## src/sv/spimx_pkg.sv

```systemverilog
// ----------------------------------------------------------------------------
// spimx_pkg
// Shared types and constants for the SPI master byte exchange block.
// ----------------------------------------------------------------------------
`default_nettype none

package spimx_pkg;

  // Width of one exchanged word.
  localparam int unsigned SpimxDataBits = 8;

  // Action codes of an input item.
  localparam logic [1:0] ACT_TICK  = 2'd0;
  localparam logic [1:0] ACT_WRITE = 2'd1;
  localparam logic [1:0] ACT_READ  = 2'd2;

  // Configuration register indexes.
  localparam logic [2:0] REG_ENABLE     = 3'd0;
  localparam logic [2:0] REG_LSB_FIRST  = 3'd1;
  localparam logic [2:0] REG_CLOCK_MODE = 3'd2;
  localparam logic [2:0] REG_DIVIDE_SEL = 3'd3;
  localparam logic [2:0] REG_IRQ_ENABLE = 3'd4;

  // Largest divider code that is honored; larger codes saturate here.
  localparam logic [2:0] DIV_SEL_MAX = 3'd6;

  // Input item.
  typedef struct packed {
    logic [1:0]               action;
    logic [SpimxDataBits-1:0] write_data;
    logic                     miso;
  } spimx_in_t;

  // Result item.
  typedef struct packed {
    logic                     sclk;
    logic                     mosi;
    logic [SpimxDataBits-1:0] read_data;
    logic                     done_flag;
    logic                     collision_flag;
    logic                     busy_res;
    logic                     irq;
  } spimx_out_t;

  // Configuration write request passed to the engine.
  typedef struct packed {
    logic       we;
    logic [2:0] index;
    logic [7:0] data;
  } spimx_cfg_wr_t;

endpackage : spimx_pkg

`default_nettype wire

```

## src/sv/spi_master_byte_exchange.sv

```systemverilog
// ----------------------------------------------------------------------------
// spi_master_byte_exchange
// SPI master that exchanges one byte per start, modes 0 to 3, divider 2..128.
// ----------------------------------------------------------------------------
//   Channel  Direction  Ports                           Beat
//   in       input      in_valid, in_ready, in_data     one tick, write or read
//   out      output     out_valid, out_ready, out_data  one result per item
//   cfg      input      cfg_valid, cfg_ready, cfg_index, cfg_data  register write
//
// Each input beat updates the engine in the cycle it is accepted, and its
// result is queued; one beat per cycle is sustained while out_ready is high.
// The result register has a skid entry, so input stalls only when both hold.
// Reset is synchronous and active low; it restores register defaults.
// A configuration beat is always taken and holds off input in that cycle.
// ----------------------------------------------------------------------------
`default_nettype none

module spi_master_byte_exchange
  import spimx_pkg::*;
(
  input  wire logic       clk,
  input  wire logic       rst_n,
  input  wire logic       in_valid,
  output logic            in_ready,
  input  wire spimx_in_t  in_data,
  output logic            out_valid,
  input  wire logic       out_ready,
  output spimx_out_t      out_data,
  input  wire logic       cfg_valid,
  output logic            cfg_ready,
  input  wire logic [2:0] cfg_index,
  input  wire logic [7:0] cfg_data
);

  spimx_cfg_wr_t cfg_wr;
  spimx_out_t    result;
  logic          can_push;
  logic          item_acc;

  // Configuration writes take priority over input beats.
  assign cfg_ready    = 1'b1;
  assign cfg_wr.we    = cfg_valid;
  assign cfg_wr.index = cfg_index;
  assign cfg_wr.data  = cfg_data;

  assign in_ready = can_push & ~cfg_valid;
  assign item_acc = in_valid & in_ready;

  // SPI engine.
  spimx_core u_core (
    .clk      (clk),
    .rst_n    (rst_n),
    .cfg_wr   (cfg_wr),
    .item_acc (item_acc),
    .item     (in_data),
    .result   (result)
  );

  // Result register and skid entry.
  spimx_out_buf u_out_buf (
    .clk       (clk),
    .rst_n     (rst_n),
    .push      (item_acc),
    .push_data (result),
    .can_push  (can_push),
    .out_valid (out_valid),
    .out_ready (out_ready),
    .out_data  (out_data)
  );

`ifndef SYNTH
  // Interrupt is only raised while the done flag shown is set.
  a_irq_needs_done: assert property (@(posedge clk) disable iff (!rst_n)
    out_valid && out_data.irq |-> out_data.done_flag)
    else $error("irq without done flag");

  // Input is held off only by configuration or a full result queue.
  a_stall_has_cause: assert property (@(posedge clk) disable iff (!rst_n)
    !in_ready && !cfg_valid |-> out_valid)
    else $error("input stalled with empty result queue");

  // No result is shown right after reset.
  a_reset_empty: assert property (@(posedge clk)
    !rst_n |=> !out_valid)
    else $error("result valid after reset");
`endif

endmodule : spi_master_byte_exchange

`default_nettype wire

```

## src/sv/spimx_core.sv

```systemverilog
// ----------------------------------------------------------------------------
// spimx_core
// SPI engine: configuration registers, divider, serial clock and shifter.
// ----------------------------------------------------------------------------
`default_nettype none

module spimx_core
  import spimx_pkg::*;
(
  input  wire logic          clk,
  input  wire logic          rst_n,
  input  wire spimx_cfg_wr_t cfg_wr,
  input  wire logic          item_acc,
  input  wire spimx_in_t     item,
  output spimx_out_t         result
);

  localparam int unsigned DataBits = SpimxDataBits;
  localparam int unsigned CountW   = $clog2(DataBits + 1);

  // Shift one sampled bit into the word in the selected order.
  function automatic logic [DataBits-1:0] shift_in(
    input logic [DataBits-1:0] sr,
    input logic                bitv,
    input logic                lsb
  );
    logic [DataBits-1:0] res;
    if (lsb) begin
      res = {bitv, sr[DataBits-1:1]};
    end else begin
      res = {sr[DataBits-2:0], bitv};
    end
    return res;
  endfunction

  // Configuration registers.
  logic       enable_r, enable_nxt;
  logic       lsb_first_r, lsb_first_nxt;
  logic [1:0] clock_mode_r, clock_mode_nxt;
  logic [2:0] divide_sel_r, divide_sel_nxt;
  logic       irq_en_r, irq_en_nxt;

  // Engine state.
  logic [DataBits-1:0] shift_r, shift_nxt;
  logic [CountW-1:0]   bit_cnt_r, bit_cnt_nxt;
  logic [6:0]          half_cnt_r, half_cnt_nxt;
  logic                clk_lvl_r, clk_lvl_nxt;
  logic                edge_ph_r, edge_ph_nxt;
  logic                active_r, active_nxt;
  logic                complete_r, complete_nxt;
  logic                collided_r, collided_nxt;
  logic [DataBits-1:0] rx_buf_r, rx_buf_nxt;
  logic                sampled_r, sampled_nxt;

  logic [2:0] div_sat;
  logic [6:0] half_period;
  logic [6:0] half_inc;
  logic       leading;

  // Half period of the serial clock in system ticks.
  assign div_sat     = (divide_sel_r > DIV_SEL_MAX) ? DIV_SEL_MAX : divide_sel_r;
  assign half_period = 7'd1 << div_sat;
  assign half_inc    = half_cnt_r + 7'd1;
  assign leading     = ~edge_ph_r;

  // Next state for a configuration write or an accepted item.
  always_comb begin
    enable_nxt     = enable_r;
    lsb_first_nxt  = lsb_first_r;
    clock_mode_nxt = clock_mode_r;
    divide_sel_nxt = divide_sel_r;
    irq_en_nxt     = irq_en_r;
    shift_nxt      = shift_r;
    bit_cnt_nxt    = bit_cnt_r;
    half_cnt_nxt   = half_cnt_r;
    clk_lvl_nxt    = clk_lvl_r;
    edge_ph_nxt    = edge_ph_r;
    active_nxt     = active_r;
    complete_nxt   = complete_r;
    collided_nxt   = collided_r;
    rx_buf_nxt     = rx_buf_r;
    sampled_nxt    = sampled_r;

    if (cfg_wr.we) begin
      unique case (cfg_wr.index)
        REG_ENABLE:     enable_nxt     = cfg_wr.data[0];
        REG_LSB_FIRST:  lsb_first_nxt  = cfg_wr.data[0];
        REG_CLOCK_MODE: clock_mode_nxt = cfg_wr.data[1:0];
        REG_DIVIDE_SEL: divide_sel_nxt = cfg_wr.data[2:0];
        REG_IRQ_ENABLE: irq_en_nxt     = cfg_wr.data[0];
        default: ;
      endcase
      // A known register write re-idles the engine unless it keeps running.
      if (cfg_wr.index <= REG_IRQ_ENABLE && (!enable_nxt || !active_r)) begin
        active_nxt   = 1'b0;
        bit_cnt_nxt  = '0;
        half_cnt_nxt = '0;
        edge_ph_nxt  = 1'b0;
        clk_lvl_nxt  = clock_mode_nxt[1];
      end
    end else if (item_acc) begin
      unique case (item.action)
        ACT_TICK: begin
          if (enable_r && active_r) begin
            half_cnt_nxt = half_inc;
            if (half_inc >= half_period) begin
              half_cnt_nxt = '0;
              clk_lvl_nxt  = ~clk_lvl_r;
              edge_ph_nxt  = ~edge_ph_r;
              if (!clock_mode_r[0]) begin
                // Sample on the leading edge, shift on the trailing edge.
                if (leading) begin
                  sampled_nxt = item.miso;
                end else begin
                  shift_nxt   = shift_in(shift_r, sampled_r, lsb_first_r);
                  bit_cnt_nxt = bit_cnt_r + 1'b1;
                end
              end else begin
                // Shift on the leading edge, sample on the trailing edge.
                if (leading) begin
                  if (bit_cnt_r != '0) begin
                    shift_nxt = shift_in(shift_r, sampled_r, lsb_first_r);
                  end
                end else begin
                  sampled_nxt = item.miso;
                  bit_cnt_nxt = bit_cnt_r + 1'b1;
                  if (bit_cnt_nxt >= CountW'(DataBits)) begin
                    shift_nxt = shift_in(shift_r, item.miso, lsb_first_r);
                  end
                end
              end
              // Last bit done: latch the word and return to idle.
              if (!leading && bit_cnt_nxt >= CountW'(DataBits)) begin
                rx_buf_nxt   = shift_nxt;
                complete_nxt = 1'b1;
                active_nxt   = 1'b0;
                bit_cnt_nxt  = '0;
                half_cnt_nxt = '0;
                edge_ph_nxt  = 1'b0;
                clk_lvl_nxt  = clock_mode_r[1];
              end
            end
          end
        end
        ACT_WRITE: begin
          if (enable_r) begin
            if (active_r) begin
              collided_nxt = 1'b1;
            end else begin
              shift_nxt    = item.write_data;
              sampled_nxt  = 1'b0;
              bit_cnt_nxt  = '0;
              half_cnt_nxt = '0;
              edge_ph_nxt  = 1'b0;
              clk_lvl_nxt  = clock_mode_r[1];
              active_nxt   = 1'b1;
            end
          end
        end
        ACT_READ: begin
          complete_nxt = 1'b0;
          collided_nxt = 1'b0;
        end
        default: ;
      endcase
    end
  end

  // Result of the item, taken from the updated state; a read shows the flags before clearing them.
  always_comb begin
    result.sclk      = clk_lvl_nxt;
    result.mosi      = lsb_first_r ? shift_nxt[0] : shift_nxt[DataBits-1];
    result.read_data = rx_buf_nxt;
    if (item.action == ACT_READ) begin
      result.done_flag      = complete_r;
      result.collision_flag = collided_r;
    end else begin
      result.done_flag      = complete_nxt;
      result.collision_flag = collided_nxt;
    end
    result.busy_res = active_nxt;
    result.irq      = complete_nxt & irq_en_r;
  end

  // Control state with reset.
  always_ff @(posedge clk) begin
    if (!rst_n) begin
      enable_r     <= 1'b0;
      lsb_first_r  <= 1'b0;
      clock_mode_r <= 2'd0;
      divide_sel_r <= 3'd1;
      irq_en_r     <= 1'b0;
      shift_r      <= '0;
      bit_cnt_r    <= '0;
      half_cnt_r   <= '0;
      clk_lvl_r    <= 1'b0;
      edge_ph_r    <= 1'b0;
      active_r     <= 1'b0;
      complete_r   <= 1'b0;
      collided_r   <= 1'b0;
      rx_buf_r     <= '0;
      sampled_r    <= 1'b0;
    end else begin
      enable_r     <= enable_nxt;
      lsb_first_r  <= lsb_first_nxt;
      clock_mode_r <= clock_mode_nxt;
      divide_sel_r <= divide_sel_nxt;
      irq_en_r     <= irq_en_nxt;
      shift_r      <= shift_nxt;
      bit_cnt_r    <= bit_cnt_nxt;
      half_cnt_r   <= half_cnt_nxt;
      clk_lvl_r    <= clk_lvl_nxt;
      edge_ph_r    <= edge_ph_nxt;
      active_r     <= active_nxt;
      complete_r   <= complete_nxt;
      collided_r   <= collided_nxt;
      rx_buf_r     <= rx_buf_nxt;
      sampled_r    <= sampled_nxt;
    end
  end

endmodule : spimx_core

`default_nettype wire

```

## src/sv/spimx_out_buf.sv

```systemverilog
// ----------------------------------------------------------------------------
// spimx_out_buf
// Result register with a skid entry, so a stalled output stops input only once both hold.
// ----------------------------------------------------------------------------
`default_nettype none

module spimx_out_buf
  import spimx_pkg::*;
(
  input  wire logic       clk,
  input  wire logic       rst_n,
  input  wire logic       push,
  input  wire spimx_out_t push_data,
  output logic            can_push,
  output logic            out_valid,
  input  wire logic       out_ready,
  output spimx_out_t      out_data
);

  logic       main_vld_r, main_vld_nxt;
  logic       skid_vld_r, skid_vld_nxt;
  spimx_out_t main_r, main_nxt;
  spimx_out_t skid_r, skid_nxt;
  logic       pop;

  assign pop       = main_vld_r & out_ready;
  assign can_push  = ~skid_vld_r;
  assign out_valid = main_vld_r;
  assign out_data  = main_r;

  // Two-entry queue: the skid entry refills the main entry on a pop.
  always_comb begin
    main_vld_nxt = main_vld_r;
    skid_vld_nxt = skid_vld_r;
    main_nxt     = main_r;
    skid_nxt     = skid_r;
    if (push && !pop) begin
      if (!main_vld_r) begin
        main_nxt     = push_data;
        main_vld_nxt = 1'b1;
      end else begin
        skid_nxt     = push_data;
        skid_vld_nxt = 1'b1;
      end
    end else if (pop && !push) begin
      if (skid_vld_r) begin
        main_nxt     = skid_r;
        skid_vld_nxt = 1'b0;
      end else begin
        main_vld_nxt = 1'b0;
      end
    end else if (pop && push) begin
      if (skid_vld_r) begin
        main_nxt = skid_r;
        skid_nxt = push_data;
      end else begin
        main_nxt = push_data;
      end
    end
  end

  // Valid bits take reset; the payload entries do not.
  always_ff @(posedge clk) begin
    if (!rst_n) begin
      main_vld_r <= 1'b0;
      skid_vld_r <= 1'b0;
    end else begin
      main_vld_r <= main_vld_nxt;
      skid_vld_r <= skid_vld_nxt;
    end
  end

  always_ff @(posedge clk) begin
    main_r <= main_nxt;
    skid_r <= skid_nxt;
  end

endmodule : spimx_out_buf

`default_nettype wire
```

## config.mk

```make
export PLATFORM = sky130hd
export DESIGN_NAME = spi_master_byte_exchange
export DESIGN_NICKNAME = d
export VERILOG_FILES = /design/src/sv/spimx_pkg.sv /design/src/sv/spi_master_byte_exchange.sv /design/src/sv/spimx_core.sv /design/src/sv/spimx_out_buf.sv
export SDC_FILE = /design/constraint.sdc
export NUM_CORES = 1
export LEC_CHECK = 0
export BUFFER_PORTS_ARGS = -buffer_cell sky130_fd_sc_hd__buf_4
export CELL_PAD_IN_SITES_DETAIL_PLACEMENT = 1
export CELL_PAD_IN_SITES_GLOBAL_PLACEMENT = 1
export CORE_MARGIN = 5
export CORE_UTILIZATION = 40
export CTS_CLUSTER_DIAMETER = 40
export DETAILED_ROUTE_END_ITERATION = 10
export PLACE_DENSITY = 0.75
export SETUP_SLACK_MARGIN = 0.4
export SLEW_MARGIN = 10
export SYNTH_ARGS = -nofsm -noshare
export SYNTH_HDL_FRONTEND = slang
export SYNTH_SLANG_ARGS = --single-unit
```

## constraint.sdc

```tcl
create_clock -name clk -period 4.85 [get_ports clk]
set_input_delay 1.2125 -clock clk [delete_from_list [all_inputs] [get_ports clk]]
set_output_delay 1.2125 -clock clk [all_outputs]
set_load 0.02 [all_outputs]
```

**Word-level counts from Yosys, hierarchy flattened**

Cells that the tools add are included.

- Bits in registers: 71
- Input port bits: 27
- Output and inout bits: 17
- Word-level logic and storage cells: 213

- Reduce and logical (&&, ||, !) cells: 33
- Equal/unequal tests: 22
- Add/sub/neg operators: 2
- Multiplexer cells: 109
- Bitwise logic cells: 8
- $lt $le $gt $ge: 5
- Shift operators: 1

Operators by type and width:

| kind | count |
|---|---|
| two-way mux 14 bit | 11 |
| two-way mux 8 bit | 19 |
| two-way mux 4 bit | 14 |
| two-way mux 7 bit | 7 |
| two-way mux 1 bit | 46 |
| one-hot mux 8 bit (2 select lines) | 1 |
| one-hot mux 7 bit (2 select lines) | 1 |
| AND reduction 7 bit | 2 |
| != test 2 x 1 -> 1 bit, second input constant | 6 |
| != test 3 x 2 -> 1 bit, second input constant | 4 |
| one-hot mux 1 bit (2 select lines) | 6 |
| AND reduction 2 bit | 6 |
| nonzero test 2 bit | 5 |
| AND reduction 9 bit | 1 |
| greater-or-equal comparator 4 bit, second input constant | 2 |
| one-hot mux 4 bit (2 select lines) | 1 |
| adder 7 x 1 -> 7 bit, second input constant | 1 |
| greater-or-equal comparator 7 bit | 1 |
| left shift 1 x 3 -> 7 bit, first input constant | 1 |
| equality test 3 x 2 -> 1 bit, second input constant | 2 |
| logical AND 1 bit | 6 |
| != test 2 bit, second input constant | 3 |
| != test 3 bit, second input constant | 2 |
| AND reduction 6 bit | 1 |
| 20 further kinds | 31 |

**Logic depth before layout (Yosys ltp)**

Gate-level depths: netlist (run 1).

- Depth in word-level cells: 22
- Depth in mapped cells: 13

**Cells and area by module**

A second synthesis (run 1) with hierarchy kept.

- Cell total of the unflattened synthesis: 404
- Area total of the unflattened synthesis: 4038.9 µm²

Modules (own cells, without submodules):

| module | times used | cells each | area each (µm²) |
|---|---|---|---|
| spimx_core | 1 | 333 | 2763.9 |
| spimx_out_buf | 1 | 67 | 1248.7 |
| spi_master_byte_exchange | 1 | 4 | 26.3 |

**Worst setup path before layout (run 1)**

Ideal clock, no wire load.

- Path kind: input-to-reg
- Start point: input cfg_valid
- End point: register u_out_buf.main_r (netlist bit u_out_buf.out_data[0]), enable pin
- Arrival: 3.235 ns
- Required time: 4.440 ns
- Stages: 7
- Setup slack: 1.205 ns
- Path through: buf_6 > nor2_4 > and2_4 > buf_6 > inv_6 > ha_1 > a221oi_1

- Word-level cells in the longest chain between the ends: 7

RTL lines:

| element | line | RTL |
|---|---|---|
| from (decl) | spi_master_byte_exchange.sv:29 | `input wire logic cfg_valid,` |
| NOT 1 bit (no source line) (*) | -- |  |
| bitwise AND 1 bit (*) | spi_master_byte_exchange.sv:46 | `assign in_ready = can_push & ~cfg_valid;` |
| named net in_ready | spi_master_byte_exchange.sv:24 | `output logic in_ready,` |
| bitwise AND 1 bit (*) | spi_master_byte_exchange.sv:47 | `assign item_acc = in_valid & in_ready;` |
| logical NOT 1 bit | spimx_out_buf.sv:45 | `end else if (pop && !push) begin` |
| logical AND 1 bit | spimx_out_buf.sv:45 |  |
| != test 3 x 1 -> 1 bit (no source line) / nonzero test 3 bit (equally long branches) | -- |  |
| AND reduction 3 bit (no source line) (*) | -- |  |
| to (signal assigned) | spimx_out_buf.sv:74 | `main_r <= main_nxt;` |
| to (decl) | spimx_out_buf.sv:22 | `spimx_out_t main_r, main_nxt;` |

Mark *: on every way through the listed nets, which the timed path passes. The rest lies on a longest branch.
A chain may end at the register's enable or synchronous reset.

**Final worst setup path (run 1)**

- Start point: input in_data[10] (netlist name)
- End point: register u_core.bit_cnt_r[2]

- Word-level cells in the longest chain between the ends: 4

RTL lines:

| element | line | RTL |
|---|---|---|
| from (decl) | spi_master_byte_exchange.sv:25 | `input wire spimx_in_t in_data,` |
| equality test 2 x 1 -> 1 bit / logical NOT 2 bit (equally long branches) | spimx_core.sv:102 | `unique case (item.action)` |
| one-hot mux 4 bit (2 select lines) | spimx_core.sv:102 |  |
| two-way mux 4 bit | spimx_core.sv:101 | `end else if (item_acc) begin` |
| two-way mux 4 bit | spimx_core.sv:84 | `if (cfg_wr.we) begin` |
| to (signal assigned) | spimx_core.sv:210 | `bit_cnt_r <= bit_cnt_nxt;` |
| to (decl) | spimx_core.sv:45 | `logic [CountW-1:0] bit_cnt_r, bit_cnt_nxt;` |

Several ways; a longest one is shown, not always the timed one. The select of a mux whose other input is x is not followed.

==> impl_metrics.py, run 1 <==
metrics = {
    "yosys": {
        "syn_area_um2": 3920,
        "synth_mux_area_share_pct": 10.82,
        "ys_seq_area_share_pct": 43.41,
        "synth_xor_area_share_pct": 1.756,
        "syn-instance-count": 399,
        "synth-async-reset-ratio_pct": 0,
        "ys_warn_count": 0,
        "synth_top_family_by_area": "simple AND/OR/NAND/NOR gates",
        "synth_compound_area_share_pct": 14.81,
        "yosys.area_share.simple_pct": 18.51,
        "synth_fa_ha_area_share_pct": 5.107,
        "synth_flop_cell": "dfxtp_1",
        "syn_avg_cell_area_um2": 9.825,
        "synth_cell_type_count": 66,
        "synth_nets": 442,
        "ys_ff_latch": 71,
        "synth-edff-count": 28,
    },
    "power_and_ir_drop": {
        "cellLeakagePower_nw": 1.781,
        "clockPowerShare_pct": 41.2,
        "pwr-share-seq_pct": 49.7,
        "switching_share_pct": 24.30,
        "p_int_uw": 969.0,
        "p_sw_uw": 311.0,
        "p_comb_share_pct": 9.1,
        "power_density_nw_per_um2": 286.9,
        "irDropWorstVdd_uv": 142.2,
    },
    "global_route": {
        "grt_usage_pct": 15.98,
        "overflow": 0,
        "grt_pass1_vias": 3149,
        "antenna_found_initial": 0,
        "grt_max_degree": 44,
        "grt_first_pass_wirelength_um": 15070,
    },
    "final_layout": {
        "seq_area_um2": 1702,
        "multiInputGateArea_um2": 2009,
        "area_growth_pct": 13.82,
        "nNetsFinal": 469,
        "antenna_cells": 0,
        "drive_above_1_share_pct": 19.03,
        "nFillCells": 1126,
        "stdcell_count": 564,
    },
    "hold_path": {
        "min_from": "u_core.sampled_r$_SDFFE_PN0P_",
        "hold_class": "flop to flop",
    },
    "sta": {
        "finalHoldViolCount": 0,
        "fin_tns_setup_ns": 0,
        "max_freq_mhz": 316.0,
        "skew_ns": 0.01053,
        "period_needed_ns": 3.165,
        "finalMaxSlewViolations": 0,
        "rsz0062_at_grt": "no",
        "worst_pin_slew_ns": 0.7933,
        "max_slew_margin_pct": 47.08,
        "setup_violations": 0,
        "period_share_pct": 65.25,
        "layout_setup_ws_ns": 1.685,
    },
    "floorplanning": {
        "rows": 36,
        "core-area_um2": 9684,
        "die-area_um2": 11880,
        "die_height_um": 109.0,
        "num_io_pins": 44,
        "start_util_pct": 40.48,
        "fp.dieW_um": 109.0,
    },
    "placement": {
        "place_ws_ns": 1.293,
        "place_inst": 547,
        "gp_congestion": 0.8248,
        "io_buffers": 37,
        "hpwl_um": 6474,
    },
    "run": {
        "drv_cap": 0,
    },
    "detailed_routing": {
        "wl_um": 8889,
        "ant_nets": 0,
        "dr_total_vias": 2944,
        "viasPerCell": 5.220,
        "avgRoutedWirePerCell_um": 15.76,
        "drc": 0,
        "drt_first_iter_violations": 171,
        "dr.pass1.iters": 4,
    },
    "setup_path": {
        "required_ns": 5.12,
        "start_kind": "input pin",
        "cp-end-kind": "flop",
        "worst_ep_arrival_time_ns": 3.43,
        "crit_fanout": 15,
        "startpoint": "in_data[10]",
        "crit_type": "input pin to flop",
        "r2r_start": "u_core.half_cnt_r[0]$_SDFFE_PN0P_",
    },
    "cts": {
        "cts.sinks": 71,
        "hold_buffers": 0,
        "clkLatencyLatePin_ns": 0.35,
        "max-clock-path-buffers": 2,
        "path_clk_slew_ns": 0.08,
        "cts_buffers": 9,
        "post_cts_buffers": 0,
        "cts_htree_levels": 3,
        "cts_resized": 0,
        "cts_tree": "done",
        "clock-root-buffer": "clkbuf_8",
    },
    "run_status": {
        "status": "finished, final reports clean",
    },
}
==> metrics by stage <==
step,instance area (um2),hold slack [ns],power (mW),utilization [%]
after floorplan,3920,0.4427,0.7249,-
after global placement,4235,0.4610,0.7621,43.73
after detailed placement,4235,0.4768,0.7668,43.73
after CTS,4454,0.4890,1.295,45.99
after global routing,4462,0.5173,1.330,46.07
final,4462,0.4826,1.280,46.07
==> layout by cell type, fill, tap and decap left out, drive strengths merged, types with 2 or more instances in the layout <==
| master | n |
|---|---|
| xor2 | 4 |
| a22oi | 11 |
| dfxtp | 43 |
| a21oi | 28 |
| and3 | 2 |
| mux2 | 8 |
| and2 | 8 |
| a211oi | 2 |
| mux2i | 33 |
| nand2 | 26 |
| xnor2 | 3 |
| clkinv | 3 |
| nor3 | 6 |
| nor2 | 33 |
| a21o | 2 |
| buf | 38 |
| edfxtp | 28 |
| nor4b | 2 |
| nand3b | 2 |
| nor2b | 28 |
| nand2b | 3 |
| nand3 | 10 |
| o21ai | 18 |
| inv | 21 |
| o22ai | 3 |
| a31oi | 8 |
| bufinv | 2 |
| clkbuf | 9 |
| or3b | 4 |
| ha | 16 |
| nor3b | 2 |
| a21boi | 4 |
| nand4 | 2 |
==> critical path, stage by stage <==
cell and delay, ns:
buf_4 0.12, inv_1 0.08, ha_1 0.51, nand2b_1 0.23, o2bb2ai_1 0.25, and2_0 0.68
a31oi_1 0.18, a31oi_1 0.17
==> cell usage after synthesis, types with 4 or more instances <==
cell / number / area share (%)
nand3_1: 10 / 1.3
nor3_1: 6 / 0.77
inv_1: 19 / 1.8
buf_6: 4 / 1.1
mux2_2: 7 / 2.0
a22oi_1: 11 / 2.1
nand2_1: 26 / 2.5
dfxtp_1: 43 / 22
xor2_1: 4 / 0.89
a21oi_1: 28 / 3.6
o21ai_0: 18 / 2.3
ha_1: 16 / 5.1
nor2b_1: 28 / 4.5
clkbuf_1: 10 / 0.96
a31oi_1: 7 / 1.1
edfxtp_1: 28 / 21
nor2_1: 31 / 3.0
mux2i_1: 33 / 8.4
==> sequential cells by signal, summed over array words and instances (netlist names) <==
signal / count
u_core.active_r: 1
u_core.bit_cnt_r: 4
u_core.clk_lvl_r: 1
u_core.clock_mode_r: 2
u_core.collided_r: 1
u_core.complete_r: 1
u_core.divide_sel_r: 3
u_core.edge_ph_r: 1
u_core.enable_r: 1
u_core.half_cnt_r: 7
u_core.irq_en_r: 1
u_core.lsb_first_r: 1
u_core.rx_buf_r: 8
u_core.sampled_r: 1
u_core.shift_r: 8
u_out_buf.out_data: 14
u_out_buf.out_valid: 1
u_out_buf.skid_r: 14
u_out_buf.skid_vld_r: 1
==> power groups by stage <==
stage	logic (mW)	registers, mW	clock network [mW]
2_1_floorplan	0.0701	0.655	0
3_3_place_gp	0.112	0.650	0
3_5_place_dp	0.116	0.651	0
4_1_cts	0.117	0.637	0.542
5_1_grt	0.127	0.638	0.565
6_report	0.116	0.637	0.527
==> layout make-up <==
type	instances	area share, %
multi-input combinational	286	45.04
sequential	71	38.14
timing repair buffer	38	6.394
tap	133	3.730
clock buffer	9	2.776
clock inverter	7	2.131
inverter	20	1.795
==> cells by family after synthesis <==
logic type      Yosys count
simple gates            133
compound gates           88
fa+ha+maj                16
xor+xnor                  7
other cells               1
buf+inv                  42
mux                      41
flops                    71
==> final timing paths <==
path,to,slack [ns],depth (start not counted)
worst max-delay path,u_core.bit_cnt_r[2]$_SDFFE_PN0P_,1.69,8
worst min-delay path,u_core.sampled_r$_SDFFE_PN0P_,0.48,2
worst max register to register,u_out_buf.out_data[13]$_DFFE_PP_,1.76,12
worst min register to register,u_core.sampled_r$_SDFFE_PN0P_,0.48,2
==> routing by layer <==
| layer | track usage [%] | routed length [um] | vias to the layer above |
|---|---|---|---|
| met2 | 27.89 | 4343 | 36 |
| met4 | 4.238 | 87 | 0 |
| met1 | 20.21 | 4198 | 1434 |
| li1 | - | - | 1465 |
| met3 | 2.960 | 260 | 9 |
| met5 | 0 | 0 | - |
Power figures use the tool's default switching activity.
==> inputs of run 2 (changes only) <==
Settings changed: PLACE_DENSITY 0.75 to 0.78.
Clock period 4.85 ns to 2.6 ns, I/O delays scaled along.
==> run 2 against run 1 <==
Net effect: the run now ends with negative setup slack left; worst hold slack worse by 0.0051 ns; wire length is 35% higher; clock skew grew 0.013 ns; non-clock buffer count up 40; critical path depth grew 4; register-to-register slack lost 1.9 ns; cell area is 18% higher; sequential share of layout area is 5.5 points lower.
==> impl_metrics.py, run 2 (synthesized netlist as in run 1, its figures left out) <==
metrics = {
    "run_status": {
        "status": "finished with violations",
        "violations": "negative setup slack",
    },
    "global_route": {
        "grt_first_pass_wirelength_um": 18060,
        "grt_usage_pct": 19.76,
        "grt_max_degree": 44,
        "antenna_found_initial": 0,
        "overflow": 0,
        "grt_pass1_vias": 3484,
    },
    "cts": {
        "cts_tree": "done",
        "max-clock-path-buffers": 2,
        "cts_buffers": 9,
        "cts.sinks": 71,
        "path_clk_slew_ns": 0.09,
        "clkLatencyLatePin_ns": 0.37,
        "clock-root-buffer": "clkbuf_8",
        "cts_htree_levels": 3,
        "hold_buffers": 0,
    },
    "final_layout": {
        "drive_above_1_share_pct": 39.96,
        "antenna_cells": 0,
        "nNetsFinal": 511,
        "stdcell_area_um2": 5248,
        "final_cell_mix": "66 x buf_4, 37 x dfxtp_1, 28 x nor2_1, 28 x edfxtp_1, 26 x nand2_1",
        "area_growth_pct": 33.87,
        "stdcell_count": 606,
        "layout_commonest_cell": "buf_4",
    },
    "power_and_ir_drop": {
        "cellLeakagePower_nw": 2.022,
        "power_density_nw_per_um2": 437.6,
        "irDropWorstVdd_uv": 422.4,
    },
    "detailed_routing": {
        "dr.pass1.iters": 4,
        "ant_nets": 0,
        "wl_um": 11970,
        "avgRoutedWirePerCell_um": 19.76,
        "viasPerCell": 5.413,
        "drc": 0,
        "drt_first_iter_violations": 203,
        "dr_total_vias": 3280,
    },
    "setup_path": {
        "r2r_cells": 12,
        "ff2ff_setup_slack_ns": -0.1,
        "crit_fanout": 4,
        "cp_top_family": "compound AO/OA/AOI/OAI gates",
        "critPathSlowestCell": "dfxtp_2",
        "r2r_start": "u_core.half_cnt_r[1]$_SDFFE_PN0P_",
        "required_ns": 2.72,
        "worst_ep_arrival_time_ns": 2.82,
        "path_depth": 12,
        "cp_cell_sequence": "ha_4 > nand3_4 > nor2_4 > xor2_2 > ha_4 > a21oi_2 > o21ai_2 > o21bai_4 > and2_4 > and2_4 > a21o_1 > mux2_4",
        "r2r_end": "u_out_buf.out_data[3]$_DFFE_PP_",
        "critPathMaxStageDelay_ns": 0.36,
        "crit_type": "flop to flop",
        "cp-end-kind": "flop",
        "path_buf_inv": 0,
        "start_kind": "flop",
    },
    "sta": {
        "period_share_pct": 103.8,
        "finalMaxSlewViolations": 0,
        "layout_setup_ws_ns": -0.09913,
        "fin_tns_setup_ns": -1.090,
        "finalHoldViolCount": 0,
        "setup_violations": 24,
        "timing.hold.ws_ns": 0.4775,
        "max_freq_mhz": 370.5,
        "rsz0062_at_grt": "yes",
        "max_slew_margin_pct": 62.32,
        "period_needed_ns": 2.699,
        "worst_pin_slew_ns": 0.5645,
        "skew_ns": 0.02335,
    },
    "run": {
        "drv_cap": 0,
    },
    "hold_path": {
        "hold_end": "u_core.sampled_r$_SDFFE_PN0P_",
        "hold_path_depth": 2,
        "min_from": "u_core.sampled_r$_SDFFE_PN0P_",
        "hold_class": "flop to flop",
    },
    "floorplanning": {
        "start_util_pct": 40.48,
        "num_io_pins": 44,
        "fp.dieW_um": 109.0,
        "die-area_um2": 11880,
        "rows": 36,
        "core-area_um2": 9684,
        "die_height_um": 109.0,
    },
    "placement": {
        "hpwl_um": 7108,
        "io_buffers": 37,
        "place_inst": 571,
        "gp_congestion": 0.8474,
        "dpl_cell_area_um2": 4538,
    },
}
run 2: layout make-up:
type / count / area (um2)
clock inverter: 6 / 45.04
tap: 133 / 166.4
multi-input combinational: 288 / 2469
clock buffer: 10 / 127.6
sequential: 71 / 1712
inverter: 20 / 80.08
fill: 1067 / 4437
timing repair buffer: 78 / 648.1
run 2: worst min-delay path, stage by stage (launching register included):
cell	delay [ns]
dfxtp_1	0.33
nand2_1	0.06
a21boi_1	0.05
run 2: power breakdown:
part	internal (mW)	total, mW	switching (mW)	leakage [nW]
clock	0.352	0.840	0.488	0.0906
sequential	1.17	1.19	0.0156	0.596
combinational	0.121	0.270	0.149	1.33
run 2: per-layer routing:
metal / GRT usage, % / routed length (um)
met1: 24.17 / 5050
met3: 4.263 / 389
met2: 34.65 / 6325
met4: 5.951 / 207
met5: 0 / 0
run 2: repair_timing:
action / in CTS / in global routing
setup endpoints to repair: 58 / 58
endpoints found under the hold margin: 0 / 0
gates resized for setup: 39 / 45
pin swaps: 14 / 16
buffers inserted: 11 / 6
gates cloned: 2 / 0
run 2: metrics by stage:
stage	power [mW]	worst slack [ns]	util [%]
2_1_floorplan	1.359	-0.07980	-
3_3_place_gp	1.443	-0.1015	46.86
3_5_place_dp	1.455	-0.1735	46.86
4_1_cts	2.294	-0.1244	51.55
5_1_grt	2.384	-0.1969	54.19
6_report	2.297	-0.09913	54.19
run 2: worst max path at each step:
stage	from	endpoint	slack [ns]
after global routing	u_core.half_cnt_r[1]$_SDFFE_PN0P_	u_out_buf.out_data[12]$_DFFE_PP_	-0.20
after detailed placement	u_core.half_cnt_r[1]$_SDFFE_PN0P_	u_out_buf.out_data[3]$_DFFE_PP_	-0.17
final	u_core.half_cnt_r[1]$_SDFFE_PN0P_	u_out_buf.out_data[3]$_DFFE_PP_	-0.1
after global placement	u_core.half_cnt_r[1]$_SDFFE_PN0P_	u_out_buf.out_data[3]$_DFFE_PP_	-0.10
after floorplan	u_core.half_cnt_r[0]$_SDFFE_PN0P_	u_out_buf.out_data[13]$_DFFE_PP_	-0.08
after CTS	u_core.half_cnt_r[0]$_SDFFE_PN0P_	u_out_buf.out_data[13]$_DFFE_PP_	-0.12
==> inputs of run 3 (changes only) <==
Settings changed: CTS_CLUSTER_DIAMETER 40 to not set, SKIP_CTS_REPAIR_TIMING set to 1.
==> run 3 against run 2 <==
Net effect: the flow still finishes with violations (negative setup slack); clock skew decreased by 0.0051 ns; total power decreased by 0.44%; wire length decreased by 8.1%; critical endpoint is now u_out_buf.out_data[11]$_DFFE_PP_; highest routed layer unchanged.
==> impl_metrics.py, run 3 (synthesized netlist as in run 1, its figures left out) <==
metrics = {
    "placement": {
        "hpwl_um": 7108,
        "io_buffers": 37,
        "gp_congestion": 0.8474,
        "place_inst": 571,
    },
    "setup_path": {
        "cp_top_family": "simple AND/OR/NAND/NOR gates",
        "worst_ep_arrival_time_ns": 2.89,
        "cp-end-kind": "flop",
        "path_depth": 12,
        "crit_top_cell": "and2_4",
        "crit_type": "flop to flop",
        "critPathCapture": "u_out_buf.out_data[11]$_DFFE_PP_",
        "crit_fanout": 5,
        "r2r_start": "u_core.half_cnt_r[0]$_SDFFE_PN0P_",
        "r2r_end": "u_out_buf.out_data[11]$_DFFE_PP_",
        "required_ns": 2.72,
        "r2r_cells": 12,
        "path_buf_inv": 1,
        "ff2ff_setup_slack_ns": -0.17,
        "startpoint": "u_core.half_cnt_r[0]$_SDFFE_PN0P_",
        "cp_cell_sequence": "buf_4 > nand3_1 > nor2_1 > xor2_1 > ha_1 > nand2_1 > o21ai_1 > o21bai_4 > and2_4 > and2_4 > mux2i_2 > a21oi_1",
        "critPathSlowestCell": "dfxtp_4",
        "critPathMaxStageDelay_ns": 0.36,
        "start_kind": "flop",
    },
    "floorplanning": {
        "fp.dieW_um": 109.0,
        "die-area_um2": 11880,
        "die_height_um": 109.0,
        "core-area_um2": 9684,
        "start_util_pct": 40.48,
        "rows": 36,
        "num_io_pins": 44,
    },
    "cts": {
        "max-clock-path-buffers": 2,
        "path_clk_slew_ns": 0.09,
        "clkLatencyLatePin_ns": 0.36,
        "cts_tree": "done",
        "clock-root-buffer": "clkbuf_8",
        "cts.sinks": 71,
        "cts_htree_levels": 3,
        "cts_buffers": 9,
    },
    "run_status": {
        "violations": "negative setup slack",
        "status": "finished with violations",
    },
    "sta": {
        "max_slew_margin_pct": 62.96,
        "rsz0062_at_grt": "yes",
        "layout_setup_ws_ns": -0.1726,
        "worst_pin_slew_ns": 0.5549,
        "period_share_pct": 106.6,
        "finalMaxSlewViolations": 0,
        "max_freq_mhz": 360.7,
        "timing.hold.ws_ns": 0.4852,
        "fin_tns_setup_ns": -2.507,
        "skew_ns": 0.01829,
        "setup_violations": 28,
        "period_needed_ns": 2.773,
        "finalHoldViolCount": 0,
    },
    "detailed_routing": {
        "ant_nets": 0,
        "dr.pass1.iters": 4,
        "drt_first_iter_violations": 202,
        "dr_total_vias": 3247,
        "wl_um": 11000,
        "avgRoutedWirePerCell_um": 18.43,
        "viasPerCell": 5.439,
        "drc": 0,
    },
    "global_route": {
        "grt_first_pass_wirelength_um": 15770,
        "grt_pass1_vias": 3240,
        "overflow": 0,
        "grt_usage_pct": 17.03,
        "antenna_found_initial": 0,
        "grt_max_degree": 44,
    },
    "final_layout": {
        "layout_commonest_cell": "buf_4",
        "final_cell_mix": "67 x buf_4, 39 x dfxtp_1, 29 x nor2_1, 28 x edfxtp_1, 27 x nor2b_1",
        "stdcell_count": 597,
        "area_growth_pct": 26.91,
        "nFillCells": 1096,
        "nNetsFinal": 502,
        "final_util_pct": 51.37,
        "antenna_cells": 0,
        "drive_above_1_share_pct": 34.48,
    },
    "power_and_ir_drop": {
        "p_comb_share_pct": 11.3,
        "cellLeakagePower_nw": 1.913,
        "clockPowerShare_pct": 36.8,
        "p_int_mw": 1.638,
        "finalPower_mw": 2.286,
        "pwr-share-seq_pct": 51.9,
        "switching_share_pct": 28.36,
        "p_sw_uw": 648.4,
        "power_density_nw_per_um2": 459.6,
        "irDropWorstVdd_uv": 410.2,
    },
    "run": {
        "drv_cap": 0,
    },
    "hold_path": {
        "hold_class": "flop to flop",
    },
}
[run 3: cell types whose count changed in the layout (fill, tap and decap cells not counted), moves of 3 or more]
cell / previous run / this run
a21oi_2: 12 / 8
buf_6: 10 / 2
mux2i_4: 8 / 5
mux2i_2: 1 / 4
nor2b_1: 24 / 27
a21oi_1: 15 / 19
[run 3: worst min path at each step]
stage | from | to | slack, ns | depth (start not counted)
2_1_floorplan | u_core.sampled_r$_SDFFE_PN0P_ | u_core.sampled_r$_SDFFE_PN0P_ | 0.44 | 2
3_3_place_gp | u_core.sampled_r$_SDFFE_PN0P_ | u_core.sampled_r$_SDFFE_PN0P_ | 0.46 | 2
3_5_place_dp | u_core.sampled_r$_SDFFE_PN0P_ | u_core.sampled_r$_SDFFE_PN0P_ | 0.47 | 2
4_1_cts | u_core.sampled_r$_SDFFE_PN0P_ | u_core.sampled_r$_SDFFE_PN0P_ | 0.48 | 2
5_1_grt | u_core.sampled_r$_SDFFE_PN0P_ | u_core.sampled_r$_SDFFE_PN0P_ | 0.51 | 2
6_report | u_core.sampled_r$_SDFFE_PN0P_ | u_core.sampled_r$_SDFFE_PN0P_ | 0.49 | 2
[run 3: final cells by class]
| type | instances | area (um2) | area share, % |
|---|---|---|---|
| Tap cell | 133 | 166.4 | 3.345 |
| Inverter | 20 | 80.08 | 1.610 |
| Clock buffer | 10 | 127.6 | 2.565 |
| Timing Repair Buffer | 69 | 525.5 | 10.56 |
| Multi-Input combinational cell | 288 | 2321 | 46.66 |
| Clock inverter | 6 | 45.04 | 0.9054 |
| Sequential cell | 71 | 1709 | 34.36 |
[run 3: metrics by stage]
step	cell area [um2]	setup slack, ns
floorplan	4079	-0.07980
global placement	4538	-0.1015
detailed placement	4538	-0.1735
CTS	4711	-0.2002
global route	4975	-0.3020
finish	4975	-0.1726
[run 3: worst reg2reg max path, stage by stage (launching register included)]
cell      delay, ns
dfxtp_4        0.36
buf_4          0.12
nand3_1        0.11
nor2_1         0.14
xor2_1         0.23
ha_1           0.20
nand2_1        0.06
o21ai_1        0.19
o21bai_4       0.18
and2_4         0.24
and2_4         0.27
mux2i_2        0.31
a21oi_1        0.12
[run 3: power by group through the flow]
stage | combinational, mW | sequential (mW) | clock [mW]
floorplan | 0.138 | 1.22 | 0
global placement | 0.234 | 1.21 | 0
detailed placement | 0.244 | 1.21 | 0
CTS | 0.245 | 1.19 | 0.852
global route | 0.279 | 1.19 | 0.901
finish | 0.259 | 1.19 | 0.841
[run 3: per-layer routing]
layer | GRT usage [%] | vias up | wire, um
met4 | 5.951 | 0 | 248
met2 | 28.86 | 90 | 5440
met5 | 0 | - | 0
met3 | 3.908 | 19 | 558
li1 | - | 1535 | -
met1 | 21.20 | 1603 | 4753
